### src/sv/drp_pkg.sv
// Shared types and constants for the DHCP reply option parser.
// Depends on nothing; used by drp_parse and dhcp_reply_option_parser_top.
package drp_pkg;

    // Fixed layout of a BOOTP/DHCP reply.
    localparam int unsigned HDR_BYTES   = 236;
    localparam logic [9:0]  OFFSET_MAX  = 10'd1023;
    localparam logic [31:0] MAGIC_COOKIE = 32'h6382_5363;

    // Field codes seen on the wire.
    localparam logic [7:0] OP_REPLY      = 8'd2;
    localparam logic [7:0] OPT_PAD       = 8'd0;
    localparam logic [7:0] OPT_END       = 8'd255;
    localparam logic [7:0] OPT_MSG_TYPE  = 8'd53;
    localparam logic [7:0] OPT_SERVER_ID = 8'd54;
    localparam logic [7:0] MSG_OFFER     = 8'd2;
    localparam logic [7:0] MSG_ACK       = 8'd5;
    localparam logic [7:0] MSG_NAK       = 8'd6;

    // Phase of the type-length-value walk.
    typedef enum logic [1:0] {
        PH_TYPE = 2'd0,
        PH_LEN  = 2'd1,
        PH_SKIP = 2'd2,
        PH_DONE = 2'd3
    } phase_t;

    // Verdict reported for each packet.
    typedef enum logic [2:0] {
        VD_NOT_REPLY   = 3'd0,
        VD_WRONG_XID   = 3'd1,
        VD_NO_TYPE     = 3'd2,
        VD_OTHER_TYPE  = 3'd3,
        VD_OFFER       = 3'd4,
        VD_ACK_TAKEN   = 3'd5,
        VD_ACK_IGNORED = 3'd6,
        VD_NAK         = 3'd7
    } verdict_t;

    // One result beat, packed from the highest field down.
    typedef struct packed {
        logic [31:0] host_address;
        logic        address_offered;
        logic        address_allocated;
        logic        server_id_seen;
        logic [31:0] server_address;
        logic [31:0] offered_address;
        logic [7:0]  dhcp_type;
        verdict_t    verdict;
    } result_t;

endpackage

### src/sv/dhcp_reply_option_parser_top.sv
// Top level of the DHCP reply option parser: stream ports, input and result registers.
// Depends on drp_pkg and drp_parse.
//
// The block takes one reply byte per cycle on the s_ side and gives one result
// beat on the m_ side for every byte marked with s_tlast. Each byte passes an
// input register, then combinational parsing logic that updates the header
// captures, the option walk and the client flags; a last byte's result is then
// written to the result register. The per-byte state update of the option walk
// sets the rate: a byte every cycle, sustained, while the result register drains.
// A last byte waits in the input register only while an earlier result is still
// held. The user must write the transaction id through cfg_ only while the block
// is idle; the block itself does not enforce this.
module dhcp_reply_option_parser_top #(
    parameter int OPTION_AREA_BYTES = 312
) (
    input  logic         clk,
    input  logic         rst_n,
    // Configuration write: transaction id.
    input  logic         cfg_valid,
    output logic         cfg_ready,
    input  logic [31:0]  cfg_data,
    // Reply bytes.
    input  logic         s_tvalid,
    output logic         s_tready,
    input  logic [7:0]   s_tdata,   // [7:0] pkt_byte
    input  logic         s_tlast,   // last_byte
    // Results.
    output logic         m_tvalid,
    input  logic         m_tready,
    // [2:0] verdict, [10:3] dhcp_type, [42:11] offered_address,
    // [74:43] server_address, [75] server_id_seen, [76] address_allocated,
    // [77] address_offered, [109:78] host_address, [111:110] zero
    output logic [111:0] m_tdata
);
    import drp_pkg::*;

    logic [31:0] tid_reg;
    logic        in_valid_reg;
    logic [7:0]  in_byte_reg;
    logic        in_last_reg;
    logic        out_valid_reg;
    result_t     out_data_reg;
    result_t     res;
    logic        out_free;
    logic        advance;

    // A byte moves on unless it is a last byte and the result slot is full.
    assign out_free  = !out_valid_reg || m_tready;
    assign advance   = in_valid_reg && (!in_last_reg || out_free);
    assign s_tready  = !in_valid_reg || advance;
    assign cfg_ready = 1'b1;

    // Configuration register.
    always_ff @(posedge clk or negedge rst_n)
    begin
        if (!rst_n)
        begin
            tid_reg <= '0;
        end
        else if (cfg_valid && cfg_ready)
        begin
            tid_reg <= cfg_data;
        end
    end

    // Input stage control.
    always_ff @(posedge clk or negedge rst_n)
    begin
        if (!rst_n)
        begin
            in_valid_reg <= 1'b0;
        end
        else if (s_tvalid && s_tready)
        begin
            in_valid_reg <= 1'b1;
        end
        else if (advance)
        begin
            in_valid_reg <= 1'b0;
        end
    end

    // Input stage payload.
    always_ff @(posedge clk)
    begin
        if (s_tvalid && s_tready)
        begin
            in_byte_reg <= s_tdata;
            in_last_reg <= s_tlast;
        end
    end

    drp_parse #(
        .OPTION_AREA_BYTES(OPTION_AREA_BYTES)
    ) u_parse (
        .clk            (clk),
        .rst_n          (rst_n),
        .step           (advance),
        .byte_in        (in_byte_reg),
        .last_in        (in_last_reg),
        .transaction_id (tid_reg),
        .result         (res)
    );

    // Result stage control.
    always_ff @(posedge clk or negedge rst_n)
    begin
        if (!rst_n)
        begin
            out_valid_reg <= 1'b0;
        end
        else if (advance && in_last_reg)
        begin
            out_valid_reg <= 1'b1;
        end
        else if (m_tready)
        begin
            out_valid_reg <= 1'b0;
        end
    end

    // Result stage payload.
    always_ff @(posedge clk)
    begin
        if (advance && in_last_reg)
        begin
            out_data_reg <= res;
        end
    end

    assign m_tvalid = out_valid_reg;
    assign m_tdata  = {2'b00, out_data_reg};

`ifndef NO_ASSERTIONS
    // A result beat only appears after a last byte went through the parser.
    a_result_from_last: assert property (@(posedge clk) disable iff (!rst_n)
        $rose(out_valid_reg) |-> $past(advance && in_last_reg))
        else $error("result beat without a last byte");

    // A taken ack leaves the client holding an address.
    a_ack_sets_alloc: assert property (@(posedge clk) disable iff (!rst_n)
        (out_valid_reg && out_data_reg.verdict == VD_ACK_TAKEN) |->
        out_data_reg.address_allocated)
        else $error("ack taken without allocated flag");

    // A nak clears both client flags.
    a_nak_clears: assert property (@(posedge clk) disable iff (!rst_n)
        (out_valid_reg && out_data_reg.verdict == VD_NAK) |->
        (!out_data_reg.address_allocated && !out_data_reg.address_offered))
        else $error("nak left a client flag set");

    // An offer marks the address as offered.
    a_offer_sets_flag: assert property (@(posedge clk) disable iff (!rst_n)
        (out_valid_reg && out_data_reg.verdict == VD_OFFER) |->
        out_data_reg.address_offered)
        else $error("offer without offered flag");
`endif

endmodule

### src/sv/drp_parse.sv
// Per-byte reply parser: header capture, option walk and client flag update.
// Depends on drp_pkg for codes, the phase enum and the result struct.
module drp_parse #(
    parameter int OPTION_AREA_BYTES = 312
) (
    input  logic             clk,
    input  logic             rst_n,
    input  logic             step,
    input  logic [7:0]       byte_in,
    input  logic             last_in,
    input  logic [31:0]      transaction_id,
    output drp_pkg::result_t result
);
    import drp_pkg::*;

    localparam int unsigned AreaEnd = HDR_BYTES + OPTION_AREA_BYTES;
    localparam logic [10:0] AREA_END = 11'(AreaEnd);
    localparam logic [10:0] HDR_END  = 11'(HDR_BYTES);
    localparam logic [10:0] OPT_START = 11'(HDR_BYTES + 4);

    // Per-packet state.
    logic [9:0]  offset_reg, offset_next;
    logic        op_reply_reg, op_reply_next;
    logic [31:0] xid_reg, xid_next;
    logic [31:0] yiaddr_reg, yiaddr_next;
    logic [31:0] cookie_reg, cookie_next;
    phase_t      phase_reg, phase_next;
    logic [7:0]  skip_reg, skip_next;
    logic [7:0]  type_val_reg, type_val_next;
    logic        type_found_reg, type_found_next;
    logic [1:0]  type_stage_reg, type_stage_next;
    logic [31:0] srv_val_reg, srv_val_next;
    logic        srv_found_reg, srv_found_next;
    logic [2:0]  srv_stage_reg, srv_stage_next;

    // State kept across packets.
    logic [31:0] server_ip_reg, server_ip_next;
    logic [31:0] host_ip_reg, host_ip_next;
    logic        alloc_reg, alloc_next;
    logic        offered_reg, offered_next;

    // Next state for one byte, and the verdict when the byte is the last one.
    always_comb
    begin
        logic [10:0] off_w;
        logic [10:0] cnt_w;
        logic        cookie_ok;
        logic        xid_ok;
        logic        have_type;
        logic        have_srv;
        logic [7:0]  mt;

        offset_next     = offset_reg;
        op_reply_next   = op_reply_reg;
        xid_next        = xid_reg;
        yiaddr_next     = yiaddr_reg;
        cookie_next     = cookie_reg;
        phase_next      = phase_reg;
        skip_next       = skip_reg;
        type_val_next   = type_val_reg;
        type_found_next = type_found_reg;
        type_stage_next = type_stage_reg;
        srv_val_next    = srv_val_reg;
        srv_found_next  = srv_found_reg;
        srv_stage_next  = srv_stage_reg;
        server_ip_next  = server_ip_reg;
        host_ip_next    = host_ip_reg;
        alloc_next      = alloc_reg;
        offered_next    = offered_reg;
        off_w           = {1'b0, offset_reg};

        if (offset_reg != OFFSET_MAX)
        begin
            if (offset_reg == 10'd0)
            begin
                op_reply_next = (byte_in == OP_REPLY);
            end
            else if (offset_reg >= 10'd4 && offset_reg <= 10'd7)
            begin
                xid_next[8*(3 - offset_reg[1:0]) +: 8] = byte_in;
            end
            else if (offset_reg >= 10'd16 && offset_reg <= 10'd19)
            begin
                yiaddr_next[8*(3 - offset_reg[1:0]) +: 8] = byte_in;
            end
            else if (off_w >= HDR_END && off_w < OPT_START)
            begin
                cookie_next[8*(3 - offset_reg[1:0]) +: 8] = byte_in;
            end
            else if (off_w >= OPT_START && off_w < AREA_END)
            begin
                // Captures already under way take this byte first.
                if (type_stage_reg == 2'd1)
                begin
                    type_stage_next = 2'd2;
                end
                else if (type_stage_reg == 2'd2)
                begin
                    type_val_next   = byte_in;
                    type_found_next = 1'b1;
                    type_stage_next = 2'd0;
                end
                if (srv_stage_reg == 3'd1)
                begin
                    srv_stage_next = 3'd2;
                end
                else if (srv_stage_reg >= 3'd2)
                begin
                    srv_val_next   = {srv_val_reg[23:0], byte_in};
                    srv_stage_next = srv_stage_reg + 3'd1;
                    if (srv_stage_reg == 3'd5)
                    begin
                        srv_found_next = 1'b1;
                        srv_stage_next = 3'd0;
                    end
                end

                // Type-length-value walk.
                case (phase_reg)
                    PH_TYPE:
                    begin
                        if (byte_in == OPT_END)
                        begin
                            phase_next = PH_DONE;
                        end
                        else if (byte_in != OPT_PAD)
                        begin
                            if (byte_in == OPT_MSG_TYPE && !type_found_next &&
                                type_stage_next == 2'd0)
                            begin
                                type_stage_next = 2'd1;
                            end
                            if (byte_in == OPT_SERVER_ID && !srv_found_next &&
                                srv_stage_next == 3'd0)
                            begin
                                srv_stage_next = 3'd1;
                            end
                            phase_next = PH_LEN;
                        end
                    end
                    PH_LEN:
                    begin
                        if (byte_in == 8'd0)
                        begin
                            phase_next = PH_TYPE;
                        end
                        else
                        begin
                            skip_next  = byte_in;
                            phase_next = PH_SKIP;
                        end
                    end
                    PH_SKIP:
                    begin
                        if (skip_reg != 8'd0)
                        begin
                            skip_next = skip_reg - 8'd1;
                        end
                        if (skip_next == 8'd0)
                        begin
                            phase_next = PH_TYPE;
                        end
                    end
                    default:
                    begin
                        phase_next = phase_reg;
                    end
                endcase
            end
            offset_next = offset_reg + 10'd1;
        end

        // Packet verdict, computed from the state after this byte.
        cnt_w     = {1'b0, offset_next};
        cookie_ok = (cnt_w >= OPT_START) && (cookie_next == MAGIC_COOKIE);
        xid_ok    = (offset_next >= 10'd8) && (xid_next == transaction_id);
        have_type = cookie_ok && type_found_next;
        have_srv  = cookie_ok && srv_found_next;
        mt        = have_type ? type_val_next : 8'd0;

        result.verdict = VD_OTHER_TYPE;
        if (last_in)
        begin
            if (!op_reply_next)
            begin
                result.verdict = VD_NOT_REPLY;
            end
            else if (!xid_ok)
            begin
                result.verdict = VD_WRONG_XID;
            end
            else if (!have_type)
            begin
                result.verdict = VD_NO_TYPE;
            end
            else if (mt == MSG_OFFER)
            begin
                result.verdict = VD_OFFER;
                offered_next   = 1'b1;
                if (have_srv)
                begin
                    server_ip_next = srv_val_next;
                end
            end
            else if (mt == MSG_ACK)
            begin
                if (alloc_reg)
                begin
                    result.verdict = VD_ACK_IGNORED;
                end
                else
                begin
                    result.verdict = VD_ACK_TAKEN;
                    host_ip_next   = yiaddr_next;
                    alloc_next     = 1'b1;
                end
            end
            else if (mt == MSG_NAK)
            begin
                result.verdict = VD_NAK;
                alloc_next     = 1'b0;
                offered_next   = 1'b0;
            end
        end

        result.dhcp_type         = mt;
        result.offered_address   = yiaddr_next;
        result.server_address    = server_ip_next;
        result.server_id_seen    = have_srv;
        result.address_allocated = alloc_next;
        result.address_offered   = offered_next;
        result.host_address      = host_ip_next;

        // The last byte starts the next packet from a clean slate.
        if (last_in)
        begin
            offset_next     = 10'd0;
            op_reply_next   = 1'b0;
            xid_next        = 32'd0;
            yiaddr_next     = 32'd0;
            cookie_next     = 32'd0;
            phase_next      = PH_TYPE;
            skip_next       = 8'd0;
            type_val_next   = 8'd0;
            type_found_next = 1'b0;
            type_stage_next = 2'd0;
            srv_val_next    = 32'd0;
            srv_found_next  = 1'b0;
            srv_stage_next  = 3'd0;
        end
    end

    // State registers advance once per processed byte.
    always_ff @(posedge clk or negedge rst_n)
    begin
        if (!rst_n)
        begin
            offset_reg     <= '0;
            op_reply_reg   <= 1'b0;
            xid_reg        <= '0;
            yiaddr_reg     <= '0;
            cookie_reg     <= '0;
            phase_reg      <= PH_TYPE;
            skip_reg       <= '0;
            type_val_reg   <= '0;
            type_found_reg <= 1'b0;
            type_stage_reg <= '0;
            srv_val_reg    <= '0;
            srv_found_reg  <= 1'b0;
            srv_stage_reg  <= '0;
            server_ip_reg  <= '0;
            host_ip_reg    <= '0;
            alloc_reg      <= 1'b0;
            offered_reg    <= 1'b0;
        end
        else if (step)
        begin
            offset_reg     <= offset_next;
            op_reply_reg   <= op_reply_next;
            xid_reg        <= xid_next;
            yiaddr_reg     <= yiaddr_next;
            cookie_reg     <= cookie_next;
            phase_reg      <= phase_next;
            skip_reg       <= skip_next;
            type_val_reg   <= type_val_next;
            type_found_reg <= type_found_next;
            type_stage_reg <= type_stage_next;
            srv_val_reg    <= srv_val_next;
            srv_found_reg  <= srv_found_next;
            srv_stage_reg  <= srv_stage_next;
            server_ip_reg  <= server_ip_next;
            host_ip_reg    <= host_ip_next;
            alloc_reg      <= alloc_next;
            offered_reg    <= offered_next;
        end
    end

endmodule

### config.mk
export PLATFORM = sky130hd
export DESIGN_NAME = dhcp_reply_option_parser_top
export DESIGN_NICKNAME = d
export VERILOG_FILES = /design/src/sv/drp_pkg.sv /design/src/sv/dhcp_reply_option_parser_top.sv /design/src/sv/drp_parse.sv
export SDC_FILE = /design/constraint.sdc
export NUM_CORES = 1
export LEC_CHECK = 0
export BUFFER_PORTS_ARGS = -buffer_cell sky130_fd_sc_hd__buf_2
export CAP_MARGIN = 5
export CORE_MARGIN = 2
export CORE_UTILIZATION = 55
export CTS_BUF_LIST = sky130_fd_sc_hd__clkbuf_8
export CTS_CLUSTER_DIAMETER = 150
export DETAILED_ROUTE_END_ITERATION = 6
export HOLD_SLACK_MARGIN = 0.02
export PLACE_DENSITY = 0.79
export SETUP_SLACK_MARGIN = 0.15
export SYNTH_ARGS = -nofsm -noshare
export SYNTH_HDL_FRONTEND = slang
export SYNTH_SLANG_ARGS = --single-unit
### constraint.sdc
create_clock -name clk -period 7.4 [get_ports clk]
set_input_delay 2.22 -clock clk [delete_from_list [all_inputs] [get_ports clk]]
set_output_delay 2.22 -clock clk [all_outputs]
set_load 0.05 [all_outputs]
== After elaboration in Yosys (flattened, before gate mapping) ==
Index checks and enable logic that the tools add are counted.

* Register bits: 383
* Output and inout port bits: 115
* Logic and storage cells: 292

* $add $sub $neg: 5
* Magnitude comparators: 11
* Equal/unequal tests: 23
* Shift operators: 2
* Mux-type cells: 179
* Reductions and logical operators: 41

{| class="wikitable"
|+ Operators with widths
! operator !! number
|-
| 2-to-1 mux 32 bit || 37
|-
| 2-to-1 mux 8 bit || 26
|-
| bitwise mux 32 bit || 3
|-
| 2-to-1 mux 3 bit || 23
|-
| 2-to-1 mux 2 bit || 34
|-
| 2-to-1 mux 1 bit || 52
|-
| negator 32 -> 34 bit || 1
|-
| variable shift 8 x 34 -> 32 bit (first input constant) || 1
|-
| indexed part select 8 x 34 -> 32 bit || 1
|-
| == test 32 x 31 -> 1 bit (second input constant) || 1
|-
| == test 32 bit || 1
|-
| >= comparator 10 x 8 -> 1 bit (second input constant) || 3
|-
| 2-to-1 mux 10 bit || 2
|-
| == test 8 x 2 -> 1 bit (second input constant) || 2
|-
| == test 8 x 3 -> 1 bit (second input constant) || 2
|-
| == test 8 x 6 -> 1 bit (second input constant) || 2
|-
| zero test 8 bit || 2
|-
| one-hot mux 8 bit (2 select lines) || 1
|-
| nonzero test 8 bit || 2
|-
| logical AND 1 bit || 15
|-
| adder 10 x 1 -> 10 bit (second input constant) || 1
|-
| >= comparator 10 x 3 -> 1 bit (second input constant) || 1
|-
| >= comparator 10 x 4 -> 1 bit (second input constant) || 1
|-
| >= comparator 10 x 5 -> 1 bit (second input constant) || 1
|-
| 31 further kinds || 46
|}

== Depth between registers and ports, before layout ==
Gate-level depths: netlist of the first run.

* Word-level depth: 25
* Gate-level depth with buffers: 16
* Gate-level depth less buffers: 11

== Modules after synthesis ==
Synthesis of the first run repeated with hierarchy kept, for this count alone.

* Cells, all modules: 1577
* Area, all modules: 19135.9 µm²

{| class="wikitable"
|+ Modules (own cells, without submodules)
! module !! times used !! cells an instance !! area each (µm²) !! sequential area each (µm²)
|-
| drp_parse || 1 || 1375 || 14088.5 || 5755.5
|-
| dhcp_reply_option_parser_top || 1 || 202 || 5047.3 || 4424.2
|}

== Least setup slack after synthesis of the first run ==
No wires, ideal clock.

* Path kind: input to register
* From: input m_tready
* To: register out_data_reg (netlist bit m_tdata[0]), enable pin
* Setup time: 0.585 ns
* Arrival time: 7.373 ns
* Path slack: -0.558 ns
* Stages on the path: 4
* Path buffers: 1
* Cells stage by stage: or3_1 > nand2_1 > clkbuf_1 > nor2_1

* Word-level cells in the longest chain between the ends: 4

{| class="wikitable"
|+ RTL lines
! element !! RTL line !! RTL
|-
| start: declaration || dhcp_reply_option_parser_top.sv:29 || <nowiki>input logic m_tready,</nowiki>
|-
| logical OR 1 bit || dhcp_reply_option_parser_top.sv:48 || <nowiki>assign out_free = !out_valid_reg || m_tready;</nowiki>
|-
| logical OR 1 bit || dhcp_reply_option_parser_top.sv:49 || <nowiki>assign advance = in_valid_reg && (!in_last_reg || out_free);</nowiki>
|-
| logical AND 1 bit || dhcp_reply_option_parser_top.sv:49 ||
|-
| logical AND 1 bit || dhcp_reply_option_parser_top.sv:125 || <nowiki>if (advance && in_last_reg)</nowiki>
|-
| end signal: assignment || dhcp_reply_option_parser_top.sv:127 || <nowiki>out_data_reg <= res;</nowiki>
|-
| end: declaration || dhcp_reply_option_parser_top.sv:42 || <nowiki>result_t out_data_reg;</nowiki>
|}

No other way between the ends.
A chain may end at the register's enable or synchronous reset.

== Worst setup path after layout of the first run ==
* From: register u_parse.offset_reg[0]
* To: register u_parse.server_ip_reg[31]

* Word-level cells in the longest chain between the ends: 19
* Elaborated cells on any way between the ends: 72
* Classes of those cells: 3 x add/sub; 10 x order compare; 4 x eq/ne; 2 x shift; 44 x mux; 9 x reduce/logical

{| class="wikitable"
|+ RTL lines
! element !! RTL line !! RTL
|-
| start: declaration || drp_parse.sv:22 || <nowiki>logic [9:0] offset_reg, offset_next;</nowiki>
|-
| start signal: assignment || drp_parse.sv:278 || <nowiki>offset_reg <= offset_next;</nowiki>
|-
| subtractor 2 x 2 -> 3 bit || drp_parse.sv:80, drp_parse.sv:88 ||
|-
| negator 32 -> 34 bit || drp_parse.sv:80, drp_parse.sv:88 ||
|-
| indexed part select 8 x 34 -> 32 bit / variable shift 8 x 34 -> 32 bit (equally long branches) || drp_parse.sv:80, drp_parse.sv:88 ||
|-
| bitwise mux 32 bit || drp_parse.sv:88 || <nowiki>cookie_next[8*(3 - offset_reg[1:0]) +: 8] = byte_in;</nowiki>
|-
| 2-to-1 mux 32 bit || drp_parse.sv:86 || <nowiki>else if (off_w >= HDR_END && off_w < OPT_START)</nowiki>
|-
| 2-to-1 mux 32 bit || drp_parse.sv:82 || <nowiki>else if (offset_reg >= 10'd16 && offset_reg <= 10'd19)</nowiki>
|-
| 2-to-1 mux 32 bit || drp_parse.sv:78 || <nowiki>else if (offset_reg >= 10'd4 && offset_reg <= 10'd7)</nowiki>
|-
| 2-to-1 mux 32 bit || drp_parse.sv:74 || <nowiki>if (offset_reg == 10'd0)</nowiki>
|-
| [... 3 more ...] || -- ||
|-
| logical AND 1 bit || drp_parse.sv:177 || <nowiki>have_type = cookie_ok && type_found_next;</nowiki>
|-
| 2-to-1 mux 8 bit || drp_parse.sv:179 || <nowiki>mt = have_type ? type_val_next : 8'd0;</nowiki>
|-
| == test 8 x 2 -> 1 bit || drp_parse.sv:196 || <nowiki>else if (mt == MSG_OFFER)</nowiki>
|-
| 2-to-1 mux 32 bit || drp_parse.sv:196 ||
|-
| 2-to-1 mux 32 bit || drp_parse.sv:192 || <nowiki>else if (!have_type)</nowiki>
|-
| 2-to-1 mux 32 bit || drp_parse.sv:188 || <nowiki>else if (!xid_ok)</nowiki>
|-
| 2-to-1 mux 32 bit * || drp_parse.sv:184 || <nowiki>if (!op_reply_next)</nowiki>
|-
| 2-to-1 mux 32 bit * || drp_parse.sv:182 || <nowiki>if (last_in)</nowiki>
|-
| end signal: assignment || drp_parse.sv:291 || <nowiki>server_ip_reg <= server_ip_next;</nowiki>
|-
| end: declaration || drp_parse.sv:37 || <nowiki>logic [31:0] server_ip_reg, server_ip_next;</nowiki>
|}

Every way passes the cells marked *; elsewhere a longest branch is shown, timed or not.

==> key figures, run 1 <==
Status
  – Status: completed

Synth
  – Post-synth EDFFs: between 100 and 150
  – Compound-cell area share of the yosys netlist: 0.152
  – Yosys cell types: 81
  – Predominant post-synthesis flop cell: dfrtp_1
  – Mapped Area: approximately 18,000 um2
  – Post-synthesis xor/xnor area fraction: 0.00959
  – Most common cell in the synthesized netlist: dfrtp_1
  – Largest family of logic cells by synthesized area: compound AO/OA/AOI/OAI gates
  – Synth area leader: dfrtp_1
  – Share of synthesized area spent on multiplexers: 0.121
  – Top cells by area, synth: dfrtp_1 (36%), edfxtp_1 (20%), mux2_1 (7.4%), o21ai_0 (4.4%), nand2_1 (4.4%)
  – Post-synth top cells: dfrtp_1 (264), nand2_1 (213), o21ai_0 (161)
  – Mean post-synth cell area: about 11 um2
  – Post-synth top area share: 0.362
  – Synth Area in Adders: 0.00685
  – Simple-gate portion of the synthesized area: 0.119
  – Fraction of registers with async set/reset: 0.689
  – Synth Warn #: 0
  – Seq/Total Area, Yosys: 0.557
  – Synth Instances: between 1,500 and 2,000
  – Yosys reg bits: 383

Setup path
  – CP Capture Type: flop
  – CP Launch Type: flop
  – Req. time, crit path: 7.90 ns
  – Critical path arrival: 6.13 ns
  – Kind of critical path: reg2reg
  – CP Max Fanout: 32
  – Worst reg2reg path depth: 12

Floorplan
  – Die Wd: approximately 190 um
  – Core area: about 33,000 um2
  – Row count: between 60 and 70
  – Ports: 161
  – Chip Height: 186 um
  – Die ar.: about 35,000 um2
  – Initial Utilization: 0.560

Placed design
  – IO Port Bufs: around 160
  – Placer Congestion: ~0.97
  – Dpl cell area: roughly 19,000 um2
  – Detailed placement HPWL: 30,700 um

Routing
  – 1st-iter DRT viols: between 1,500 and 2,000
  – Via density: between 6 and 7
  – Vias: roughly 14,000
  – Remaining antenna violation count: 0
  – Aggregate routed wire length: ~48,000 um
  – DR DRC count: 0
  – Drt first pass iters: 7
  – DR WL/cell: 21.2 um

Timing
  – Clock Skew: between 0.01 and 0.015 ns
  – Measured slew at the worst slew-check pin: around 1.1 ns
  – Final setup vio count: 0
  – Slew Limit Fails: 0
  – Final min period: 5.63 ns
  – Worst rel slew slack: 0.294
  – Final TNS setup: 0 ns
  – Tcrit/Tclk final: 0.761
  – RSZ-0062 raised after global routing: false
  – Final hold vios: 0
  – F_max: between 150 and 200 MHz

Clocking
  – Setup Fix Bufs, Post-CTS: 0
  – Clock Tree Buf Depth: 3
  – Cts bufs inserted: 60
  – Clk_lat worst skew: 0.62 ns
  – CTS tree: built
  – Clk root buf: clkbuf_8
  – Clock Sinks: around 380
  – Hold Buf Count CTS: 0
  – Clock transition at path regs: about 0.070 ns
  – H-tree depth: 2
  – Post-CTS resize count: 0

Global route
  – First-pass GRT wire length: 75,200 um
  – Initial antenna violation count: 0
  – Total Routing Usage GR: 0.279
  – Vias in the first global route: roughly 14,000
  – Grt ovf: 0
  – Largest net degree at the start of global routing: 163

Worst hold path
  – Hold depth: 2
  – HP Class: reg2reg

Power
  – Leakage power: approximately 8.9 nW
  – Max VDD drop: 0.182 mV
  – Power Density: about 260 nW/um2

Layout
  – Max reg flops: 110
  – Layout Nets: 1,817
  – Share of layout cells above drive strength 1: 0.195
  – Layout area overhead: 12.9%
  – Post-route cell area: approximately 21,000 um2

Flow run
  – Max Cap Violations: 0
[kinds of logic (layout without fill, tap and decap cells)]
group | after synthesis | count (layout)
other cells | 2 | 4
simple gates | 445 | 445
xor+xnor | 20 | 20
buf+inv | 154 | 328
flops | 383 | 383
fa+ha+maj | 10 | 10
compound gates | 425 | 425
mux | 198 | 198
[placed cells by master (no fill, tap or decap), types with 15 or more instances in the layout]
cell,instances
buf_4,18
inv_1,54
nand3_1,27
a21oi_1,45
mux2_1,120
buf_2,156
a22oi_1,36
mux2_2,67
edfxtp_1,119
nor2_1,49
clkbuf_8,66
o21ai_0,161
a22o_1,54
nand2_1,212
nor3_1,26
dfrtp_1,264
o31ai_1,15
[through the flow]
stage | setup slack [ns] | utilization | power, mW | hold slack, ns | instances
finish | 1.77 | 0.632 | 5.34 | 0.474 | 2255
global route | 1.55 | 0.632 | 5.55 | 0.498 | 2254
CTS | 1.91 | 0.632 | 5.34 | 0.481 | 2254
detailed placement | 1.91 | 0.594 | 3.48 | 0.466 | 2141
global placement | 1.92 | 0.594 | 3.45 | 0.451 | 2141
floorplan | 1.34 | - | 3.16 | 0.439 | 1638
[final timing paths]
| check | startpoint | endpoint | slack [ns] |
|---|---|---|---|
| max | u_parse.offset_reg[0]$_DFFE_PN0P_ | u_parse.server_ip_reg[31]$_DFFE_PN0P_ | 1.77 |
| min | u_parse.cookie_reg[17]$_DFFE_PN0P_ | u_parse.cookie_reg[17]$_DFFE_PN0P_ | 0.47 |
| max reg2reg | u_parse.offset_reg[0]$_DFFE_PN0P_ | u_parse.server_ip_reg[31]$_DFFE_PN0P_ | 1.77 |
| min reg2reg | u_parse.cookie_reg[17]$_DFFE_PN0P_ | u_parse.cookie_reg[17]$_DFFE_PN0P_ | 0.47 |
| max in group asynchronous | rst_n | u_parse.srv_val_reg[8]$_DFFE_PN0P_ | 4.39 |
| min in group asynchronous | rst_n | u_parse.host_ip_reg[6]$_DFFE_PN0P_ | 1.60 |
[routing by layer]
metal	vias up	track usage	part of all wire
met5	-	0	0
met4	0	0.102	0.033
met3	124	0.0463	0.078
met2	641	0.439	0.46
met1	6859	0.394	0.43
li1	6286	-	-
[where the power goes]
part           switching [mW]  internal (mW)
Combinational           0.679          0.313
Sequential              0.151           2.33
Clock                   0.861           1.00
[final cells by class]
type                            instances  area (um2)
Multi-Input combinational cell       1101        7510
Timing Repair Buffer                  177         971
Inverter                               38         143
Clock inverter                         47         355
Tap cell                              442         553
Sequential cell                       383       10200
Clock buffer                           66         908
Antenna cell                            1        2.50
Fill cell                            2573       12000
[critical path, cell delays in order (launching register included)]
cell and delay (ns):
dfrtp_1 0.65, inv_1 0.19, ha_1 0.51, nor3b_1 0.76
nand2_1 0.32, nor3_1 0.30, o21ai_0 0.10, a222oi_1 0.45
nand4_1 0.25, nor4b_4 0.83, and4_1 0.31, buf_4 0.39
mux2_2 0.39
Note: power is estimated with default switching activity, not from simulation.
==> inputs of run 2 (changes only) <==
- clock period: 7.4 -> 5.3 ns (I/O delays scaled with it)
==> run 2 against run 1 <==
Sequential share of layout area about the same. Wire length up 1.6%. Largest cell class unchanged. Largest power group unchanged. Sequential cell count is the same. Power rose by 35%. Non-clock buffer count is 20 higher.
==> key figures, run 2 (same netlist as run 1, synthesis figures left out) <==
Layout
  – ANT cells: 0 (-1)
  – Commonest non-fill, non-tap cell in the layout: dfrtp_1
  – Core Util, Final: 0.633 (about the same)
  – Share of layout cells above drive strength 1: 0.198 (+0.00355)
  – Layout area overhead: 13.0% (about the same)
  – Layout Nets: 1,836 (+1.0%)
  – Most frequent cells in the layout: dfrtp_1 (263), nand2_1 (212), o21ai_0 (161)
  – Max reg flops: 110 (unchanged)
  – Post-route cell area: 20,600 um2 (about the same)

Timing
  – Final TNS setup: 0 ns (unchanged)
  – Fin Hold WS: 0.476 ns (+0.00247 ns)
  – Final setup vio count: 0 (unchanged)
  – Slew Limit Fails: 0 (unchanged)
  – Worst rel slew slack: 0.348 (+0.0541)
  – RSZ-0062 raised after global routing: false
  – Final hold vios: 0 (unchanged)
  – Measured slew at the worst slew-check pin: 0.979 ns (-0.0812 ns)
  – Final min period: 4.94 ns (-0.684 ns)
  – F_max: 202 MHz (+14%)
  – Tcrit/Tclk final: 0.933 (+0.172)
  – Final WS setup: 0.356 ns (-1.42 ns)
  – Clock Skew: 0.0273 ns (+0.0123 ns)

Setup path
  – Critical path arrival: 5.28 ns (-0.85 ns)
  – Reg2reg end: m_tdata[99]$_DFFE_PP_
  – Kind of critical path: reg2reg
  – Req. time, crit path: 5.64 ns (-2.26 ns)
  – Worst reg2reg path depth: 12 (unchanged)
  – Register-to-register setup slack: 0.36 ns (-1.42 ns)
  – CP Launch Type: flop
  – Critical R2R Launch: u_parse.offset_reg[0]$_DFFE_PN0P_
  – CP Max Fanout: 32 (unchanged)
  – CP Capture Type: flop

Power
  – Leakage power: 8.94 nW (+0.28%)
  – Max VDD drop: 0.209 mV (+15%)
  – Power Density: 349 nW/um2 (+35%)

Routing
  – Vias: 14,000 (+0.88%)
  – 1st-iter DRT viols: 1,606 (-5.3%)
  – Aggregate routed wire length: 48,500 um (+1.6%)
  – Drt first pass iters: 6 (-1)
  – Via density: 6.18 (+0.13%)
  – DR WL/cell: 21.3 um (+0.84%)
  – DR DRC count: 0 (unchanged)
  – Remaining antenna violation count: 0 (unchanged)

Floorplan
  – Die ar.: 34,700 um2 (unchanged)
  – Die Wd: 186 um (unchanged)
  – Initial Utilization: 0.560 (unchanged)
  – Chip Height: 186 um (unchanged)
  – Core area: 32,600 um2 (unchanged)
  – Row count: 66 (unchanged)
  – Ports: 161 (unchanged)

Clocking
  – Setup Fix Bufs, Post-CTS: 0 (unchanged)
  – Clock Tree Buf Depth: 3 (unchanged)
  – Clock transition at path regs: 0.06 ns (about the same)
  – Clock Sinks: 383 (unchanged)
  – Cts bufs inserted: 59 (-1.7%)
  – CTS tree: built
  – Clk root buf: clkbuf_8
  – H-tree depth: 2 (unchanged)
  – Hold Buf Count CTS: 0 (unchanged)
  – Clk_lat worst skew: 0.61 ns (about the same)

Worst hold path
  – Hold depth: 2 (unchanged)
  – HP Class: reg2reg
  – Worst Hold End: u_parse.cookie_reg[29]$_DFFE_PN0P_
  – Worst min-delay path startpoint: u_parse.cookie_reg[29]$_DFFE_PN0P_

Global route
  – Grt ovf: 0 (unchanged)
  – Vias in the first global route: 13,900 (+1.6%)
  – First-pass GRT wire length: 76,200 um (+1.4%)
  – Total Routing Usage GR: 0.282 (+0.00286)
  – Initial antenna violation count: 0 (unchanged)
  – Largest net degree at the start of global routing: 126 (-23%)

Placed design
  – Placement Setup Slack: 0.383 ns (-1.53 ns)
  – Detailed placement HPWL: 32,400 um (+5.7%)
  – Dpl cell area: 19,500 um2 (+0.75%)
  – IO Port Bufs: 157 (unchanged)
  – Placer Congestion: 0.995 (+3.0%)

Status
  – Status: completed

Flow run
  – Max Cap Violations: 0 (unchanged)
==> run 2: changes by cell type in the layout (fill, tap and decap cells not counted), moves of 4 or more <==
cell	previous run	this run
buf_4	18	38
clkinv_1	7	16
clkinv_2	14	8
bufinv_16	5	1
==> run 2: metal layers <==
layer  up-vias  global-route usage  share of wire
li1       6333                   -              -
met1      6899               0.388           0.42
met2       675               0.447           0.47
met3       126              0.0500          0.081
met4         0               0.113          0.036
met5         -                   0              0
==> run 2: cell type report <==
type                       count  area (um2)
timing repair buffer         197        1120
inverter                      38         143
tap                          442         553
fill                        2560       12000
sequential                   383       10200
clock buffer                  65         895
multi-input combinational   1101        7520
clock inverter                46         234
==> run 2: critical path, stage by stage, from the launching register on <==
cell and delay [ns]:
dfrtp_2 0.54, inv_1 0.16, ha_1 0.46, or4b_2 0.86, nor4_1 0.28, and2_1 0.15, o21ai_1 0.10, nor4_1 0.60
and2_1 0.23, nor3b_2 0.46, nand3_1 0.13, buf_4 0.32, mux2_1 0.38
==> run 2: worst max path at each step <==
| stage | from | to | depth (start not counted) |
|---|---|---|---|
| CTS | u_parse.offset_reg[0]$_DFFE_PN0P_ | m_tdata[52]$_DFFE_PP_ | 12 |
| detailed placement | u_parse.offset_reg[0]$_DFFE_PN0P_ | m_tdata[93]$_DFFE_PP_ | 12 |
| floorplan | u_parse.offset_reg[0]$_DFFE_PN0P_ | m_tdata[44]$_DFFE_PP_ | 14 |
| finish | u_parse.offset_reg[0]$_DFFE_PN0P_ | m_tdata[99]$_DFFE_PP_ | 12 |
| global route | u_parse.offset_reg[0]$_DFFE_PN0P_ | m_tdata[90]$_DFFE_PP_ | 12 |
| global placement | u_parse.offset_reg[0]$_DFFE_PN0P_ | m_tdata[90]$_DFFE_PP_ | 12 |
==> run 2: timing repair <==
| item | in CTS | in global routing |
|---|---|---|
| endpoints found under the setup margin | 0 | 128 |
| gates resized for setup | 0 | 3 |
| hold endpoints to repair | 0 | 0 |
==> run 2: per-stage QoR <==
| stage | cells | power, mW |
|---|---|---|
| after detailed placement | 2161 | 4.87 |
| after floorplan | 1638 | 4.41 |
| after CTS | 2272 | 7.20 |
| after global routing | 2272 | 7.52 |
| after global placement | 2161 | 4.83 |
| final | 2272 | 7.20 |
==> run 2: power breakdown <==
part	switching, mW	internal, mW	leakage (nW)
Clock	1.16	1.18	0.644
Sequential	0.212	3.25	4.67
Combinational	0.949	0.454	3.63
Total	2.32	4.89	8.94
